`src/i2cea_pkg.sv`:
```
package i2cea_pkg;

  // field widths
  localparam int KIND_W    = 2;
  localparam int ADDR_W    = 16;
  localparam int COUNT_W   = 16;
  localparam int BYTE_W    = 8;
  localparam int STATUS_W  = 2;
  localparam int ACTION_W  = 3;
  localparam int ERR_W     = 2;
  localparam int DEV_W     = 7;
  localparam int POLL_W    = 24;
  localparam int CFG_IDX_W = 1;

  // parameter defaults
  localparam int PAGE_BYTES_DEF = 64;
  localparam int ADDR_BITS_DEF  = 16;

  // register reset values
  localparam logic [DEV_W-1:0]  DEVICE_ADDRESS_RST = 7'd80;
  localparam logic [POLL_W-1:0] POLL_LIMIT_RST     = 24'd10000000;

  // configuration register indexes
  localparam logic [CFG_IDX_W-1:0] REG_DEVICE_ADDRESS = 1'b0;
  localparam logic [CFG_IDX_W-1:0] REG_POLL_LIMIT     = 1'b1;

  // input item kinds
  localparam logic [KIND_W-1:0] KIND_WRITE = 2'd0;
  localparam logic [KIND_W-1:0] KIND_READ  = 2'd1;
  localparam logic [KIND_W-1:0] KIND_DATA  = 2'd2;
  localparam logic [KIND_W-1:0] KIND_RESP  = 2'd3;

  // bus response status
  localparam logic [STATUS_W-1:0] ST_ACK  = 2'd0;

  // bus actions
  localparam logic [ACTION_W-1:0] ACT_NONE    = 3'd0;
  localparam logic [ACTION_W-1:0] ACT_START   = 3'd1;
  localparam logic [ACTION_W-1:0] ACT_RESTART = 3'd2;
  localparam logic [ACTION_W-1:0] ACT_SEND    = 3'd3;
  localparam logic [ACTION_W-1:0] ACT_RX_ACK  = 3'd4;
  localparam logic [ACTION_W-1:0] ACT_RX_NACK = 3'd5;
  localparam logic [ACTION_W-1:0] ACT_STOP    = 3'd6;

  // error codes
  localparam logic [ERR_W-1:0] ERR_OK      = 2'd0;
  localparam logic [ERR_W-1:0] ERR_WRITE   = 2'd1;
  localparam logic [ERR_W-1:0] ERR_READ    = 2'd2;
  localparam logic [ERR_W-1:0] ERR_TIMEOUT = 2'd3;

  // sequencer phases
  typedef enum logic [11:0] {
    PH_IDLE      = 12'b0000_0000_0001,
    PH_START     = 12'b0000_0000_0010,
    PH_DEVW      = 12'b0000_0000_0100,
    PH_POLL_RS   = 12'b0000_0000_1000,
    PH_ADDRH     = 12'b0000_0001_0000,
    PH_ADDRL     = 12'b0000_0010_0000,
    PH_WAIT_DATA = 12'b0000_0100_0000,
    PH_WR_DATA   = 12'b0000_1000_0000,
    PH_RD_RS     = 12'b0001_0000_0000,
    PH_DEVR      = 12'b0010_0000_0000,
    PH_RD_ACK    = 12'b0100_0000_0000,
    PH_RD_NACK   = 12'b1000_0000_0000
  } phase_t;

  // one accepted input item
  typedef struct packed {
    logic [KIND_W-1:0]   kind;
    logic [ADDR_W-1:0]   start_address;
    logic [COUNT_W-1:0]  byte_count;
    logic [BYTE_W-1:0]   write_data;
    logic [STATUS_W-1:0] bus_status;
    logic [BYTE_W-1:0]   received_byte;
  } item_t;

  // one result item
  typedef struct packed {
    logic [ACTION_W-1:0] bus_action;
    logic [BYTE_W-1:0]   tx_byte;
    logic [BYTE_W-1:0]   read_data;
    logic                read_valid;
    logic                need_data;
    logic                done_res;
    logic [ERR_W-1:0]    error_code;
    logic                last;
  } res_t;

  // results handed to the output queue in one cycle
  typedef struct packed {
    logic [1:0] num;
    res_t       r0;
    res_t       r1;
  } push_t;

  // plain bus action, ends the item
  function automatic res_t res_act(input logic [ACTION_W-1:0] act);
    res_t r;
    r = '0;
    r.bus_action = act;
    r.last = 1'b1;
    return r;
  endfunction

  // send one byte
  function automatic res_t res_send(input logic [BYTE_W-1:0] b);
    res_t r;
    r = res_act(ACT_SEND);
    r.tx_byte = b;
    return r;
  endfunction

  // request finished
  function automatic res_t res_done(input logic [ACTION_W-1:0] act,
                                    input logic [ERR_W-1:0] ec);
    res_t r;
    r = res_act(act);
    r.done_res = 1'b1;
    r.error_code = ec;
    return r;
  endfunction

  // number of trailing zero bits of a page size up to 256
  function automatic int trailing_zeros(input int p);
    int   tz;
    logic found;
    tz = 0;
    found = 1'b0;
    for (int i = 0; i < 9; i++) begin
      if (!found) begin
        if (p[i]) found = 1'b1;
        else tz++;
      end
    end
    return tz;
  endfunction

  // inverse of an odd number modulo 2^16, newton steps
  function automatic logic [15:0] odd_inverse(input int m);
    logic [15:0] mm;
    logic [15:0] inv;
    mm = m[15:0];
    inv = mm;
    for (int i = 0; i < 4; i++) begin
      inv = 16'(inv * (16'd2 - 16'(mm * inv)));
    end
    return inv;
  endfunction

endpackage

```
`src/i2cea_ctrl.sv`:
```
module i2cea_ctrl #(
  parameter int PAGE_BYTES = i2cea_pkg::PAGE_BYTES_DEF,
  parameter int ADDR_BITS  = i2cea_pkg::ADDR_BITS_DEF
) (
  input  logic                            clk,
  input  logic                            rst,
  input  logic                            item_valid,
  input  i2cea_pkg::item_t                item,
  input  logic                            room,
  input  logic [i2cea_pkg::DEV_W-1:0]     device_address,
  input  logic [i2cea_pkg::POLL_W-1:0]    poll_limit,
  output logic                            fire,
  output i2cea_pkg::push_t                push
);

  // page boundary test: low bits zero and odd part divides, by modular inverse
  localparam int          PAGE_TZ  = i2cea_pkg::trailing_zeros(PAGE_BYTES);
  localparam int          PAGE_ODD = PAGE_BYTES >> PAGE_TZ;
  localparam logic [15:0] PAGE_INV = i2cea_pkg::odd_inverse(PAGE_ODD);
  localparam logic [15:0] PAGE_LIM = 16'(65535 / PAGE_ODD);
  localparam logic [15:0] LOW_MASK = 16'((1 << PAGE_TZ) - 1);

  i2cea_pkg::phase_t                  phase, phase_next;
  logic                               reading, reading_next;
  logic [ADDR_BITS-1:0]               address_counter, address_counter_next;
  logic [i2cea_pkg::COUNT_W-1:0]      bytes_left, bytes_left_next;
  logic [i2cea_pkg::POLL_W-1:0]       poll_count, poll_count_next;

  logic [1:0]                         num;
  i2cea_pkg::res_t                    res0, res1;
  logic [ADDR_BITS-1:0]               addr_inc;
  logic [15:0]                        addr_ext, inc_ext, inc_hi, inc_prod;
  logic                               page_hit;
  logic [i2cea_pkg::COUNT_W-1:0]      bl_dec;
  logic                               st_timeout, st_nack;
  logic [i2cea_pkg::ERR_W-1:0]        nack_err;
  logic [i2cea_pkg::BYTE_W-1:0]       dev_w, dev_r, addr_first;
  i2cea_pkg::phase_t                  addr_first_phase;

  assign fire = item_valid && room;

  // derived values
  assign addr_inc   = address_counter + 1'b1;
  assign addr_ext   = 16'(address_counter);
  assign inc_ext    = 16'(addr_inc);
  assign inc_hi     = inc_ext >> PAGE_TZ;
  assign inc_prod   = 16'(inc_hi * PAGE_INV);
  assign page_hit   = ((inc_ext & LOW_MASK) == 16'd0) && (inc_prod <= PAGE_LIM);
  assign bl_dec     = bytes_left - 1'b1;
  assign st_timeout = item.bus_status[1];
  assign st_nack    = item.bus_status != i2cea_pkg::ST_ACK;
  assign nack_err   = reading ? i2cea_pkg::ERR_READ : i2cea_pkg::ERR_WRITE;
  assign dev_w      = {device_address, 1'b0};
  assign dev_r      = {device_address, 1'b1};

  // narrow memories get the low address byte only
  generate
    if (ADDR_BITS > 8) begin : g_two_byte
      assign addr_first       = addr_ext[15:8];
      assign addr_first_phase = i2cea_pkg::PH_ADDRH;
    end else begin : g_one_byte
      assign addr_first       = addr_ext[7:0];
      assign addr_first_phase = i2cea_pkg::PH_ADDRL;
    end
  endgenerate

  // step logic for one item
  always_comb begin
    phase_next           = phase;
    reading_next         = reading;
    address_counter_next = address_counter;
    bytes_left_next      = bytes_left;
    poll_count_next      = poll_count;
    num                  = 2'd0;
    res0                 = '0;
    res1                 = '0;
    case (phase)
      i2cea_pkg::PH_IDLE: begin
        if (item.kind == i2cea_pkg::KIND_WRITE || item.kind == i2cea_pkg::KIND_READ) begin
          reading_next         = item.kind == i2cea_pkg::KIND_READ;
          address_counter_next = item.start_address[ADDR_BITS-1:0];
          bytes_left_next      = item.byte_count;
          poll_count_next      = '0;
          phase_next           = i2cea_pkg::PH_START;
          res0                 = i2cea_pkg::res_act(i2cea_pkg::ACT_START);
          num                  = 2'd1;
        end
      end
      i2cea_pkg::PH_WAIT_DATA: begin
        if (item.kind == i2cea_pkg::KIND_DATA) begin
          res0       = i2cea_pkg::res_send(item.write_data);
          phase_next = i2cea_pkg::PH_WR_DATA;
          num        = 2'd1;
        end
      end
      default: begin
        if (item.kind == i2cea_pkg::KIND_RESP) begin
          num = 2'd1;
          if (st_timeout) begin
            phase_next = i2cea_pkg::PH_IDLE;
            res0 = i2cea_pkg::res_done(i2cea_pkg::ACT_NONE, i2cea_pkg::ERR_TIMEOUT);
          end else begin
            case (phase)
              i2cea_pkg::PH_START, i2cea_pkg::PH_POLL_RS: begin
                if (st_nack) begin
                  phase_next = i2cea_pkg::PH_IDLE;
                  res0 = i2cea_pkg::res_done(i2cea_pkg::ACT_NONE, i2cea_pkg::ERR_TIMEOUT);
                end else begin
                  phase_next = i2cea_pkg::PH_DEVW;
                  res0 = i2cea_pkg::res_send(dev_w);
                end
              end
              i2cea_pkg::PH_DEVW: begin
                if (st_nack) begin
                  if (poll_count >= poll_limit) begin
                    phase_next = i2cea_pkg::PH_IDLE;
                    res0 = i2cea_pkg::res_done(i2cea_pkg::ACT_STOP, i2cea_pkg::ERR_TIMEOUT);
                  end else begin
                    poll_count_next = poll_count + 1'b1;
                    phase_next = i2cea_pkg::PH_POLL_RS;
                    res0 = i2cea_pkg::res_act(i2cea_pkg::ACT_RESTART);
                  end
                end else begin
                  phase_next = addr_first_phase;
                  res0 = i2cea_pkg::res_send(addr_first);
                end
              end
              i2cea_pkg::PH_ADDRH: begin
                if (st_nack) begin
                  phase_next = i2cea_pkg::PH_IDLE;
                  res0 = i2cea_pkg::res_done(i2cea_pkg::ACT_NONE, nack_err);
                end else begin
                  phase_next = i2cea_pkg::PH_ADDRL;
                  res0 = i2cea_pkg::res_send(addr_ext[7:0]);
                end
              end
              i2cea_pkg::PH_ADDRL: begin
                if (st_nack) begin
                  phase_next = i2cea_pkg::PH_IDLE;
                  res0 = i2cea_pkg::res_done(i2cea_pkg::ACT_NONE, nack_err);
                end else if (reading) begin
                  phase_next = i2cea_pkg::PH_RD_RS;
                  res0 = i2cea_pkg::res_act(i2cea_pkg::ACT_RESTART);
                end else if (bytes_left == '0) begin
                  phase_next = i2cea_pkg::PH_IDLE;
                  res0 = i2cea_pkg::res_done(i2cea_pkg::ACT_STOP, i2cea_pkg::ERR_OK);
                end else begin
                  phase_next = i2cea_pkg::PH_WAIT_DATA;
                  res0 = i2cea_pkg::res_act(i2cea_pkg::ACT_NONE);
                  res0.need_data = 1'b1;
                end
              end
              i2cea_pkg::PH_WR_DATA: begin
                if (st_nack) begin
                  phase_next = i2cea_pkg::PH_IDLE;
                  res0 = i2cea_pkg::res_done(i2cea_pkg::ACT_NONE, i2cea_pkg::ERR_WRITE);
                end else begin
                  bytes_left_next      = bl_dec;
                  address_counter_next = addr_inc;
                  if (page_hit) begin
                    // page boundary: stop, then redo the whole set-up
                    poll_count_next = '0;
                    phase_next = i2cea_pkg::PH_START;
                    res0 = i2cea_pkg::res_act(i2cea_pkg::ACT_STOP);
                    res0.last = 1'b0;
                    res1 = i2cea_pkg::res_act(i2cea_pkg::ACT_START);
                    num = 2'd2;
                  end else if (bl_dec == '0) begin
                    phase_next = i2cea_pkg::PH_IDLE;
                    res0 = i2cea_pkg::res_done(i2cea_pkg::ACT_STOP, i2cea_pkg::ERR_OK);
                  end else begin
                    phase_next = i2cea_pkg::PH_WAIT_DATA;
                    res0 = i2cea_pkg::res_act(i2cea_pkg::ACT_NONE);
                    res0.need_data = 1'b1;
                  end
                end
              end
              i2cea_pkg::PH_RD_RS: begin
                if (st_nack) begin
                  phase_next = i2cea_pkg::PH_IDLE;
                  res0 = i2cea_pkg::res_done(i2cea_pkg::ACT_NONE, i2cea_pkg::ERR_READ);
                end else begin
                  phase_next = i2cea_pkg::PH_DEVR;
                  res0 = i2cea_pkg::res_send(dev_r);
                end
              end
              i2cea_pkg::PH_DEVR: begin
                if (st_nack) begin
                  phase_next = i2cea_pkg::PH_IDLE;
                  res0 = i2cea_pkg::res_done(i2cea_pkg::ACT_NONE, i2cea_pkg::ERR_READ);
                end else if (bytes_left > 16'd1) begin
                  phase_next = i2cea_pkg::PH_RD_ACK;
                  res0 = i2cea_pkg::res_act(i2cea_pkg::ACT_RX_ACK);
                end else begin
                  phase_next = i2cea_pkg::PH_RD_NACK;
                  res0 = i2cea_pkg::res_act(i2cea_pkg::ACT_RX_NACK);
                end
              end
              i2cea_pkg::PH_RD_ACK: begin
                if (st_nack) begin
                  phase_next = i2cea_pkg::PH_IDLE;
                  res0 = i2cea_pkg::res_done(i2cea_pkg::ACT_NONE, i2cea_pkg::ERR_READ);
                end else begin
                  bytes_left_next = bl_dec;
                  if (bl_dec > 16'd1) begin
                    phase_next = i2cea_pkg::PH_RD_ACK;
                    res0 = i2cea_pkg::res_act(i2cea_pkg::ACT_RX_ACK);
                  end else begin
                    phase_next = i2cea_pkg::PH_RD_NACK;
                    res0 = i2cea_pkg::res_act(i2cea_pkg::ACT_RX_NACK);
                  end
                  res0.read_data  = item.received_byte;
                  res0.read_valid = 1'b1;
                end
              end
              i2cea_pkg::PH_RD_NACK: begin
                if (st_nack) begin
                  phase_next = i2cea_pkg::PH_IDLE;
                  res0 = i2cea_pkg::res_done(i2cea_pkg::ACT_NONE, i2cea_pkg::ERR_READ);
                end else begin
                  phase_next = i2cea_pkg::PH_IDLE;
                  res0 = i2cea_pkg::res_done(i2cea_pkg::ACT_STOP, i2cea_pkg::ERR_OK);
                  res0.read_data  = item.received_byte;
                  res0.read_valid = 1'b1;
                end
              end
              default: begin
                phase_next = i2cea_pkg::PH_IDLE;
                num = 2'd0;
              end
            endcase
          end
        end
      end
    endcase
  end

  // results go to the output queue only on a processed item
  always_comb begin
    push.num = fire ? num : 2'd0;
    push.r0  = res0;
    push.r1  = res1;
  end

  // sequencer state
  always_ff @(posedge clk) begin
    if (rst) begin
      phase           <= i2cea_pkg::PH_IDLE;
      reading         <= 1'b0;
      address_counter <= '0;
      bytes_left      <= '0;
      poll_count      <= '0;
    end else if (fire) begin
      phase           <= phase_next;
      reading         <= reading_next;
      address_counter <= address_counter_next;
      bytes_left      <= bytes_left_next;
      poll_count      <= poll_count_next;
    end
  end

`ifndef SYNTHESIS
  // a finishing result returns the sequencer to idle
  a_done_idle: assert property (@(posedge clk) disable iff (rst)
    (fire && push.num != 2'd0 && push.r0.done_res) |=> (phase == i2cea_pkg::PH_IDLE))
    else $error("done result did not return to idle");

  // two results come only from a page boundary after a data byte
  a_two_page: assert property (@(posedge clk) disable iff (rst)
    (push.num == 2'd2) |-> (phase == i2cea_pkg::PH_WR_DATA && page_hit))
    else $error("two results outside a page boundary");

  // asking for data leaves the sequencer waiting for it
  a_need_wait: assert property (@(posedge clk) disable iff (rst)
    (fire && push.num == 2'd1 && push.r0.need_data) |=>
      (phase == i2cea_pkg::PH_WAIT_DATA))
    else $error("need_data without waiting for data");
`endif

endmodule

```
`src/i2cea_outq.sv`:
```
module i2cea_outq (
  input  logic              clk,
  input  logic              rst,
  input  i2cea_pkg::push_t  push,
  output logic              room,
  output logic              out_valid,
  input  logic              out_stall,
  output i2cea_pkg::res_t   out_res
);

  localparam int DEPTH = 4;
  localparam int PTR_W = $clog2(DEPTH);
  localparam int CNT_W = $clog2(DEPTH + 1);

  i2cea_pkg::res_t     entries [DEPTH];
  logic [PTR_W-1:0]    wr_ptr, rd_ptr;
  logic [CNT_W-1:0]    count;
  logic                pop;
  logic [PTR_W-1:0]    wr_ptr_1;

  // room for the largest burst of one item
  assign room      = count <= CNT_W'(DEPTH - 2);
  assign out_valid = count != '0;
  assign out_res   = entries[rd_ptr];
  assign pop       = out_valid && !out_stall;
  assign wr_ptr_1  = wr_ptr + 1'b1;

  // result storage
  always_ff @(posedge clk) begin
    if (push.num != 2'd0) entries[wr_ptr] <= push.r0;
    if (push.num == 2'd2) entries[wr_ptr_1] <= push.r1;
  end

  // pointers and fill count
  always_ff @(posedge clk) begin
    if (rst) begin
      wr_ptr <= '0;
      rd_ptr <= '0;
      count  <= '0;
    end else begin
      wr_ptr <= wr_ptr + PTR_W'(push.num);
      if (pop) rd_ptr <= rd_ptr + 1'b1;
      count  <= count + CNT_W'(push.num) - CNT_W'(pop);
    end
  end

`ifndef SYNTHESIS
  // fill count never passes the depth
  a_count_max: assert property (@(posedge clk) disable iff (rst)
    count <= CNT_W'(DEPTH))
    else $error("result queue overflow");

  // results are pushed only when two entries are free
  a_push_room: assert property (@(posedge clk) disable iff (rst)
    (push.num != 2'd0) |-> (count <= CNT_W'(DEPTH - 2)))
    else $error("push into a full result queue");
`endif

endmodule

```
`src/i2c_eeprom_access_sequencer.sv`:
```
// Access sequencer for a serial memory with an ADDR_BITS-bit internal address
// (16 by default), placed in front of a byte-level I2C master. Each input item
// (request, write data byte, or bus response) is processed by the sequencer
// logic and produces at most two result items (bus action, read byte, data
// request or completion with error code). An accepted item is held in the
// input register until the sequencer logic handles it, and its results enter a
// four-entry result queue that feeds the output channel. One item is accepted
// every cycle; the input is held only while the result queue has fewer than two
// free entries, which follows the output side's stall. Acknowledge polling, page
// restarts at each PAGE_BYTES address boundary and read sequencing follow the
// bus responses returned by the master.
module i2c_eeprom_access_sequencer #(
  parameter int PAGE_BYTES = i2cea_pkg::PAGE_BYTES_DEF,
  parameter int ADDR_BITS  = i2cea_pkg::ADDR_BITS_DEF
) (
  input  logic                               clk,
  input  logic                               rst,
  // input channel
  input  logic                               in_valid,
  output logic                               in_stall,
  input  logic [i2cea_pkg::KIND_W-1:0]       kind,
  input  logic [i2cea_pkg::ADDR_W-1:0]       start_address,
  input  logic [i2cea_pkg::COUNT_W-1:0]      byte_count,
  input  logic [i2cea_pkg::BYTE_W-1:0]       write_data,
  input  logic [i2cea_pkg::STATUS_W-1:0]     bus_status,
  input  logic [i2cea_pkg::BYTE_W-1:0]       received_byte,
  // output channel
  output logic                               out_valid,
  input  logic                               out_stall,
  output logic [i2cea_pkg::ACTION_W-1:0]     bus_action,
  output logic [i2cea_pkg::BYTE_W-1:0]       tx_byte,
  output logic [i2cea_pkg::BYTE_W-1:0]       read_data,
  output logic                               read_valid,
  output logic                               need_data,
  output logic                               done_res,
  output logic [i2cea_pkg::ERR_W-1:0]        error_code,
  output logic                               last,
  // configuration port
  input  logic                               cfg_we,
  input  logic [i2cea_pkg::CFG_IDX_W-1:0]    cfg_index,
  input  logic [i2cea_pkg::POLL_W-1:0]       cfg_data
);

  logic                              item_valid;
  i2cea_pkg::item_t                  item;
  logic                              fire;
  logic                              room;
  i2cea_pkg::push_t                  push;
  i2cea_pkg::res_t                   out_res;
  logic [i2cea_pkg::DEV_W-1:0]       device_address;
  logic [i2cea_pkg::POLL_W-1:0]      poll_limit;
  logic                              in_take;

  // input register is free when empty or handled this cycle
  assign in_stall = item_valid && !fire;
  assign in_take  = in_valid && !in_stall;

  always_ff @(posedge clk) begin
    if (rst) begin
      item_valid <= 1'b0;
    end else if (in_take) begin
      item_valid <= 1'b1;
    end else if (fire) begin
      item_valid <= 1'b0;
    end
  end

  always_ff @(posedge clk) begin
    if (in_take) begin
      item.kind          <= kind;
      item.start_address <= start_address;
      item.byte_count    <= byte_count;
      item.write_data    <= write_data;
      item.bus_status    <= bus_status;
      item.received_byte <= received_byte;
    end
  end

  // configuration registers
  always_ff @(posedge clk) begin
    if (rst) begin
      device_address <= i2cea_pkg::DEVICE_ADDRESS_RST;
      poll_limit     <= i2cea_pkg::POLL_LIMIT_RST;
    end else if (cfg_we) begin
      case (cfg_index)
        i2cea_pkg::REG_DEVICE_ADDRESS: device_address <= cfg_data[i2cea_pkg::DEV_W-1:0];
        i2cea_pkg::REG_POLL_LIMIT:     poll_limit     <= cfg_data;
        default: ;
      endcase
    end
  end

  // sequencer
  i2cea_ctrl #(
    .PAGE_BYTES (PAGE_BYTES),
    .ADDR_BITS  (ADDR_BITS)
  ) u_ctrl (
    .clk            (clk),
    .rst            (rst),
    .item_valid     (item_valid),
    .item           (item),
    .room           (room),
    .device_address (device_address),
    .poll_limit     (poll_limit),
    .fire           (fire),
    .push           (push)
  );

  // result queue
  i2cea_outq u_outq (
    .clk       (clk),
    .rst       (rst),
    .push      (push),
    .room      (room),
    .out_valid (out_valid),
    .out_stall (out_stall),
    .out_res   (out_res)
  );

  assign bus_action = out_res.bus_action;
  assign tx_byte    = out_res.tx_byte;
  assign read_data  = out_res.read_data;
  assign read_valid = out_res.read_valid;
  assign need_data  = out_res.need_data;
  assign done_res   = out_res.done_res;
  assign error_code = out_res.error_code;
  assign last       = out_res.last;

endmodule
```
`config.mk`:
```
export PLATFORM = sky130hd
export DESIGN_NAME = i2c_eeprom_access_sequencer
export DESIGN_NICKNAME = d
export VERILOG_FILES = /design/src/i2cea_pkg.sv /design/src/i2cea_ctrl.sv /design/src/i2cea_outq.sv /design/src/i2c_eeprom_access_sequencer.sv
export SDC_FILE = /design/constraint.sdc
export NUM_CORES = 1
export LEC_CHECK = 0
export BUFFER_PORTS_ARGS = -buffer_cell sky130_fd_sc_hd__buf_2
export CORE_ASPECT_RATIO = 0.5
export CORE_MARGIN = 2
export CORE_UTILIZATION = 30
export CTS_BUF_LIST = sky130_fd_sc_hd__clkbuf_4 sky130_fd_sc_hd__clkbuf_8
export CTS_CLUSTER_DIAMETER = 80
export CTS_CLUSTER_SIZE = 25
export DETAILED_ROUTE_END_ITERATION = 6
export PLACE_DENSITY_LB_ADDON = 0.15
export SLEW_MARGIN = 20
export SYNTH_ARGS = -nofsm -noshare
export SYNTH_HDL_FRONTEND = slang
export SYNTH_SLANG_ARGS = --single-unit
```
`constraint.sdc`:
```
create_clock -name clk -period 10.58 [get_ports clk]
set_clock_uncertainty 0.15 [all_clocks]
set_input_delay 1.058 -clock clk [delete_from_list [all_inputs] [get_ports clk]]
set_output_delay 1.058 -clock clk [all_outputs]
set_load 0.01 [all_outputs]
```
* Word-level counts from Yosys, hierarchy flattened
Memory sizes are Yosys's and may differ from the RTL's. A register that Yosys moved wholly into a read port is not among the register bits.
Index checks and enable logic that the tools add are counted.
** Word-level totals
- Flip-flop bits (word level) :: 160
- Memories :: 1
- Memory bits (writable) :: 100
- Word-level logic and storage cells :: 178
- Bits of input ports :: 82
** Memory list
- u_outq.entries :: depth 4, bits a word 25, rd ports 1, clocked after Yosys merged registers in 1, write ports 2, RTL line i2cea_outq.sv:15 : i2cea_pkg::res_t entries [DEPTH];
** Operators by class
- Reduce and logical (&&, ||, !) cells :: 33
- Muxes and demuxes :: 88
- Bitwise gates (word level) :: 2
- Equal/unequal tests :: 24
- Add/sub/neg operators :: 8
- Magnitude comparators :: 5
** Operators by type and width (count)
- $mux 25 :: 18
- $mux 24 :: 11
- $pmux 25 s9 :: 1
- $mux 16 :: 10
- $mux 12 :: 12
- $pmux 12 s8 :: 1
- $pmux 24 s2 :: 2
- $mux 23 :: 4
- $pmux 16 s2 :: 2
- $pmux 25 s2 :: 1
- $logic_not 16->1 :: 3
- $gt 16x1->1 const B :: 2
- $add 24x1->24 const B :: 1
- $ge 24x24->1 :: 1
- $pmux 12 s2 :: 1
- $add 16x1->16 const B :: 1
- $le 10x16->1 const B :: 1
- $mux 2 :: 8
- $sub 16x1->16 const B :: 1
- $mux 7 :: 2
- $reduce_and 7->1 :: 2
- $eq 12x1->1 const B :: 1
- $eq 12x10->1 const B :: 1
- $eq 12x11->1 const B :: 1
- other kinds (40) :: 72

* Longest topological paths before layout
- Depth in word-level cells :: 13
- Mapped depth :: 13
- Gate-level depth less buffers :: 12

* Modules after synthesis
Synthesis repeated with hierarchy kept, for this count alone.
** Unflattened totals
- Cell total of the unflattened synthesis :: 1325
- Area, all modules :: 14176.1 um2
** By module, submodules not included
- i2cea_ctrl :: sequential area each 1381.3 um2, cells an instance 848, times used 1, area each 5983.2 um2
- i2cea_outq :: sequential area each 3183.1 um2, cells an instance 296, times used 1, area each 5321.4 um2
- i2c_eeprom_access_sequencer :: sequential area each 2202.1 um2, cells an instance 181, times used 1, area each 2871.5 um2

* Least setup slack after synthesis
No wires, ideal clock.
- Kind :: in2reg
- From :: input in_valid
- To :: register item[0] (netlist name)
- Data required time :: 9.963 ns
- Path buffers :: 0
- Path slack :: 6.603 ns
- Stages :: 1
- Setup time :: 0.467 ns
- Arrival time :: 3.360 ns
- Cells stage by stage :: nor2b_1
** On the way
- Longest elaborated chain between the ends :: 1
** Ends and longest elaborated chain
- start: declaration :: RTL line i2c_eeprom_access_sequencer.sv:19 : input logic in_valid,
- $logic_and 1x1->1 :: RTL line i2c_eeprom_access_sequencer.sv:56 : assign in_take = in_valid && !in_stall;
Every way passes these cells.
A chain may end at the register's enable or synchronous reset.

==> flow_summary.yaml <==
floorplanning:
  dieArea_um2: 44160
  coreArea_um2: 41910
  rows: 53
  die_x_um: 295.2
  start_util: 0.3035
  io_pins: 109
  die_h_um: 149.6
synthesis:
  synth-seq-area-share: 0.4596
  synthFlopType: "dfxtp_1"
  ys_seq_elements: 262
  yosysTopAreaCell: "dfxtp_1"
  yosysMostFrequentCell: "dfxtp_1"
  yosysWarnings: 0
  ys_types: 91
  yosys-top-cells-area: "dfxtp_1 32%, edfxtp_1 14%, o21ai_0 5.9%"
  syn_area_per_cell_um2: 9.131
  synth_cells: 1393
  synth-async-reset-ratio: 0
  syn-cell-area_um2: 12720
  synth_edf_count: 60
  yosysTopAreaCellShare: 0.3179
  yosys-top-cells-count: "202 x dfxtp_1, 164 x nand2_1, 149 x o21ai_0"
  synth_fp_nets: 1511
detailed_routing:
  num_vias: 10500
  wl_per_cell_um: 17.86
  m1WireLength_um: 16620
  topRoutingLayerUsed: "met4"
  wirelength_um: 36050
  viasPerCell: 5.205
  drtIter0Drc: 725
  dr_wl_met2_um: 17040
  drc_errors: 0
  dr_wl_met3_um: 1778
  antenna_left: 0
  dr.pass1.iters: 5
setup_path:
  endpoint_kind: "register"
  path_cells: "nor4_2 -> and3_1 -> nor3_1 -> o21bai_2 -> o21ai_4 -> nand3b_1 -> buf_4 -> nand3_1 -> o21ai_0"
  path_max_fanout: 26
  required_ns: 10.92
  worst-r2r-setup-slack_ns: 6.54
  path_buf_inv: 1
  critPathTopFamily: "simple AND/OR/NAND/NOR gates"
  critPathKind: "register to register"
  arrival_ns: 4.38
  slowest_stage: "nor4_2"
  slowest_delay_ns: 0.95
  start_kind: "register"
global_routing:
  grt_antenna_before_repair: 0
  grt.overflow.total: 0
  grtUsageTotal: 0.1608
  grt_start_max_net_pins: 66
  grt_pass1_wl_um: 56370
  grt_pass1_vias: 10170
cts:
  postCtsHoldBufs: 0
  clk_pin_slew_worst_paths_ns: 0.16
  post_cts_resized: 0
  root_buffer: "clkbuf_8"
  clk_path_buf_depth: 3
  cts_tree: "yes"
  clk_latency_ns: 0.56
  cts.sinks: 262
  cts_made_buffers: 14
  post-cts-setup-buffers: 0
  htreeDepth: 1
pwr:
  p_sw_mw: 0.5966
  p_clk_frac: 0.245
  internal_power_mw: 1.369
  p_sw_frac: 0.3036
  p_comb_frac: 0.190
  p_seq_frac: 0.565
  ir_drop_mv: 0.08727
  p_leak_nw: 4.940
  cellPowerDensity_nw_per_um2: 141.1
sta:
  fin_crit_sh: 0.3820
  final.setup.tns_ns: 0
  period_needed_ns: 4.042
  slew-limit-headroom: 0.2976
  finalHoldViolCount: 0
  worst_pin_slew_ns: 1.045
  rsz0062_at_grt: "no"
  max_clock_freq_mhz: 247.4
  setup_viol_count_final: 0
  final-max-slew-violation-count: 0
  holdWs_ns: 0.3189
cells_and_area:
  drive_above_1_share: 0.1575
  areaGrowthSynthToFinish_pct: 9.492
  fin_area_um2: 13930
  fin_nets: 1551
  n_antenna_cell: 0
status:
  status: "complete, no violations"
placement:
  hpwl_um: 24950
  io_buffers: 108
  gp_congestion: 0.8693
  place_area_um2: 13640
min_path:
  hold_class: "register to register"
flow_run:
  cap_violations: 0
power groups by stage:
stage | registers (mW) | clock network, mW | logic [mW]
2_1_floorplan | 1.12 | 0 | 0.276
3_3_place_gp | 1.13 | 0 | 0.370
3_5_place_dp | 1.13 | 0 | 0.375
4_1_cts | 1.11 | 0.512 | 0.377
5_1_grt | 1.12 | 0.544 | 0.416
6_report | 1.11 | 0.482 | 0.373
layout by cell type (no fill, tap or decap), types with 8 or more instances in the layout:
cell type,Yosys,routed
and2_1,9,8
nand2_1,164,163
inv_1,39,39
o21ai_0,149,149
and3_1,17,17
mux4_2,25,25
a21oi_1,84,83
nand3b_1,8,8
nor2b_1,18,17
nor4_1,8,8
clkbuf_8,0,15
xnor2_1,10,10
o31ai_1,9,8
a211oi_1,12,12
ha_1,35,35
edfxtp_1,60,60
o211ai_1,19,19
nand4_1,14,14
nand3_1,122,121
buf_4,5,13
buf_2,22,108
dfxtp_1,202,202
a22oi_1,17,17
a31oi_1,10,10
nor3_1,26,25
mux2i_1,9,9
nor2_1,96,95
worst reg2reg max path: stages, from the launching register on:
cell and delay, ns:
dfxtp_1 0.45, nor4_2 0.95, and3_1 0.38, nor3_1 0.13, o21bai_2 0.69, o21ai_4 0.15
nand3b_1 0.48, buf_4 0.37, nand3_1 0.12, o21ai_0 0.11
state kept, by name (all words and copies together) (netlist names), named ones only:
name,cells
item_valid,1
u_outq.count,3
u_ctrl.phase,12
u_ctrl.bytes_left,16
device_address,7
u_outq.entries,100
u_outq.wr_ptr,2
u_ctrl.addr_ext,16
u_ctrl.reading,1
item,52
u_ctrl.poll_count,24
poll_limit,24
u_outq.rd_ptr,2
cell type report:
class                           instances  area (µm²)
Timing Repair Buffer                  121       638.1
Clock buffer                           22       259.0
Inverter                               41       153.9
Clock inverter                          2       16.27
Sequential cell                       262        5846
Multi-Input combinational cell        993        6292
Tap cell                              577       721.9
Fill cell                            4386       27980
worst paths after layout:
| kind | startpoint | endpoint | depth (start not counted) |
|---|---|---|---|
| hold / removal | poll_limit[5] | poll_limit[5] | 2 |
| setup / recovery | u_ctrl.phase[0] | u_outq.entries[1][1] | 9 |
| hold reg to reg | poll_limit[5] | poll_limit[5] | 2 |
| setup reg to reg | u_ctrl.phase[0] | u_outq.entries[1][1] | 9 |
metal layers:
metal | GRT usage | vias to the layer above
li1 | - | 5136
met1 | 0.2124 | 5102
met2 | 0.2766 | 225
met3 | 0.02703 | 41
met4 | 0.03452 | 0
met5 | 0 | -
cells by family (layout without fill, tap and decap cells):
kind of cell             Yosys count  after routing  synth area share
AO/OA/AOI/OAI                    366            366            0.1756
multiplexers                      34             34           0.05135
AND/OR/NAND/NOR                  542            542            0.2189
XOR/XNOR                          15             15           0.01033
flip-flops                       262            262            0.4596
buffers and inverters            138            186           0.04830
adder cells (fa/ha/maj)           36             36           0.03600
through the flow:
stage / total power, mW / util / std cells / setup slack (ns)
2_1_floorplan: 1.392 / - / 1393 / 6.603
3_3_place_gp: 1.501 / 0.3255 / 1994 / 6.650
3_5_place_dp: 1.507 / 0.3255 / 1994 / 6.617
4_1_cts: 1.999 / 0.3321 / 2018 / 6.570
5_1_grt: 2.076 / 0.3323 / 2018 / 6.214
6_report: 1.965 / 0.3323 / 2018 / 6.538
Power figures use the tool's default switching activity.
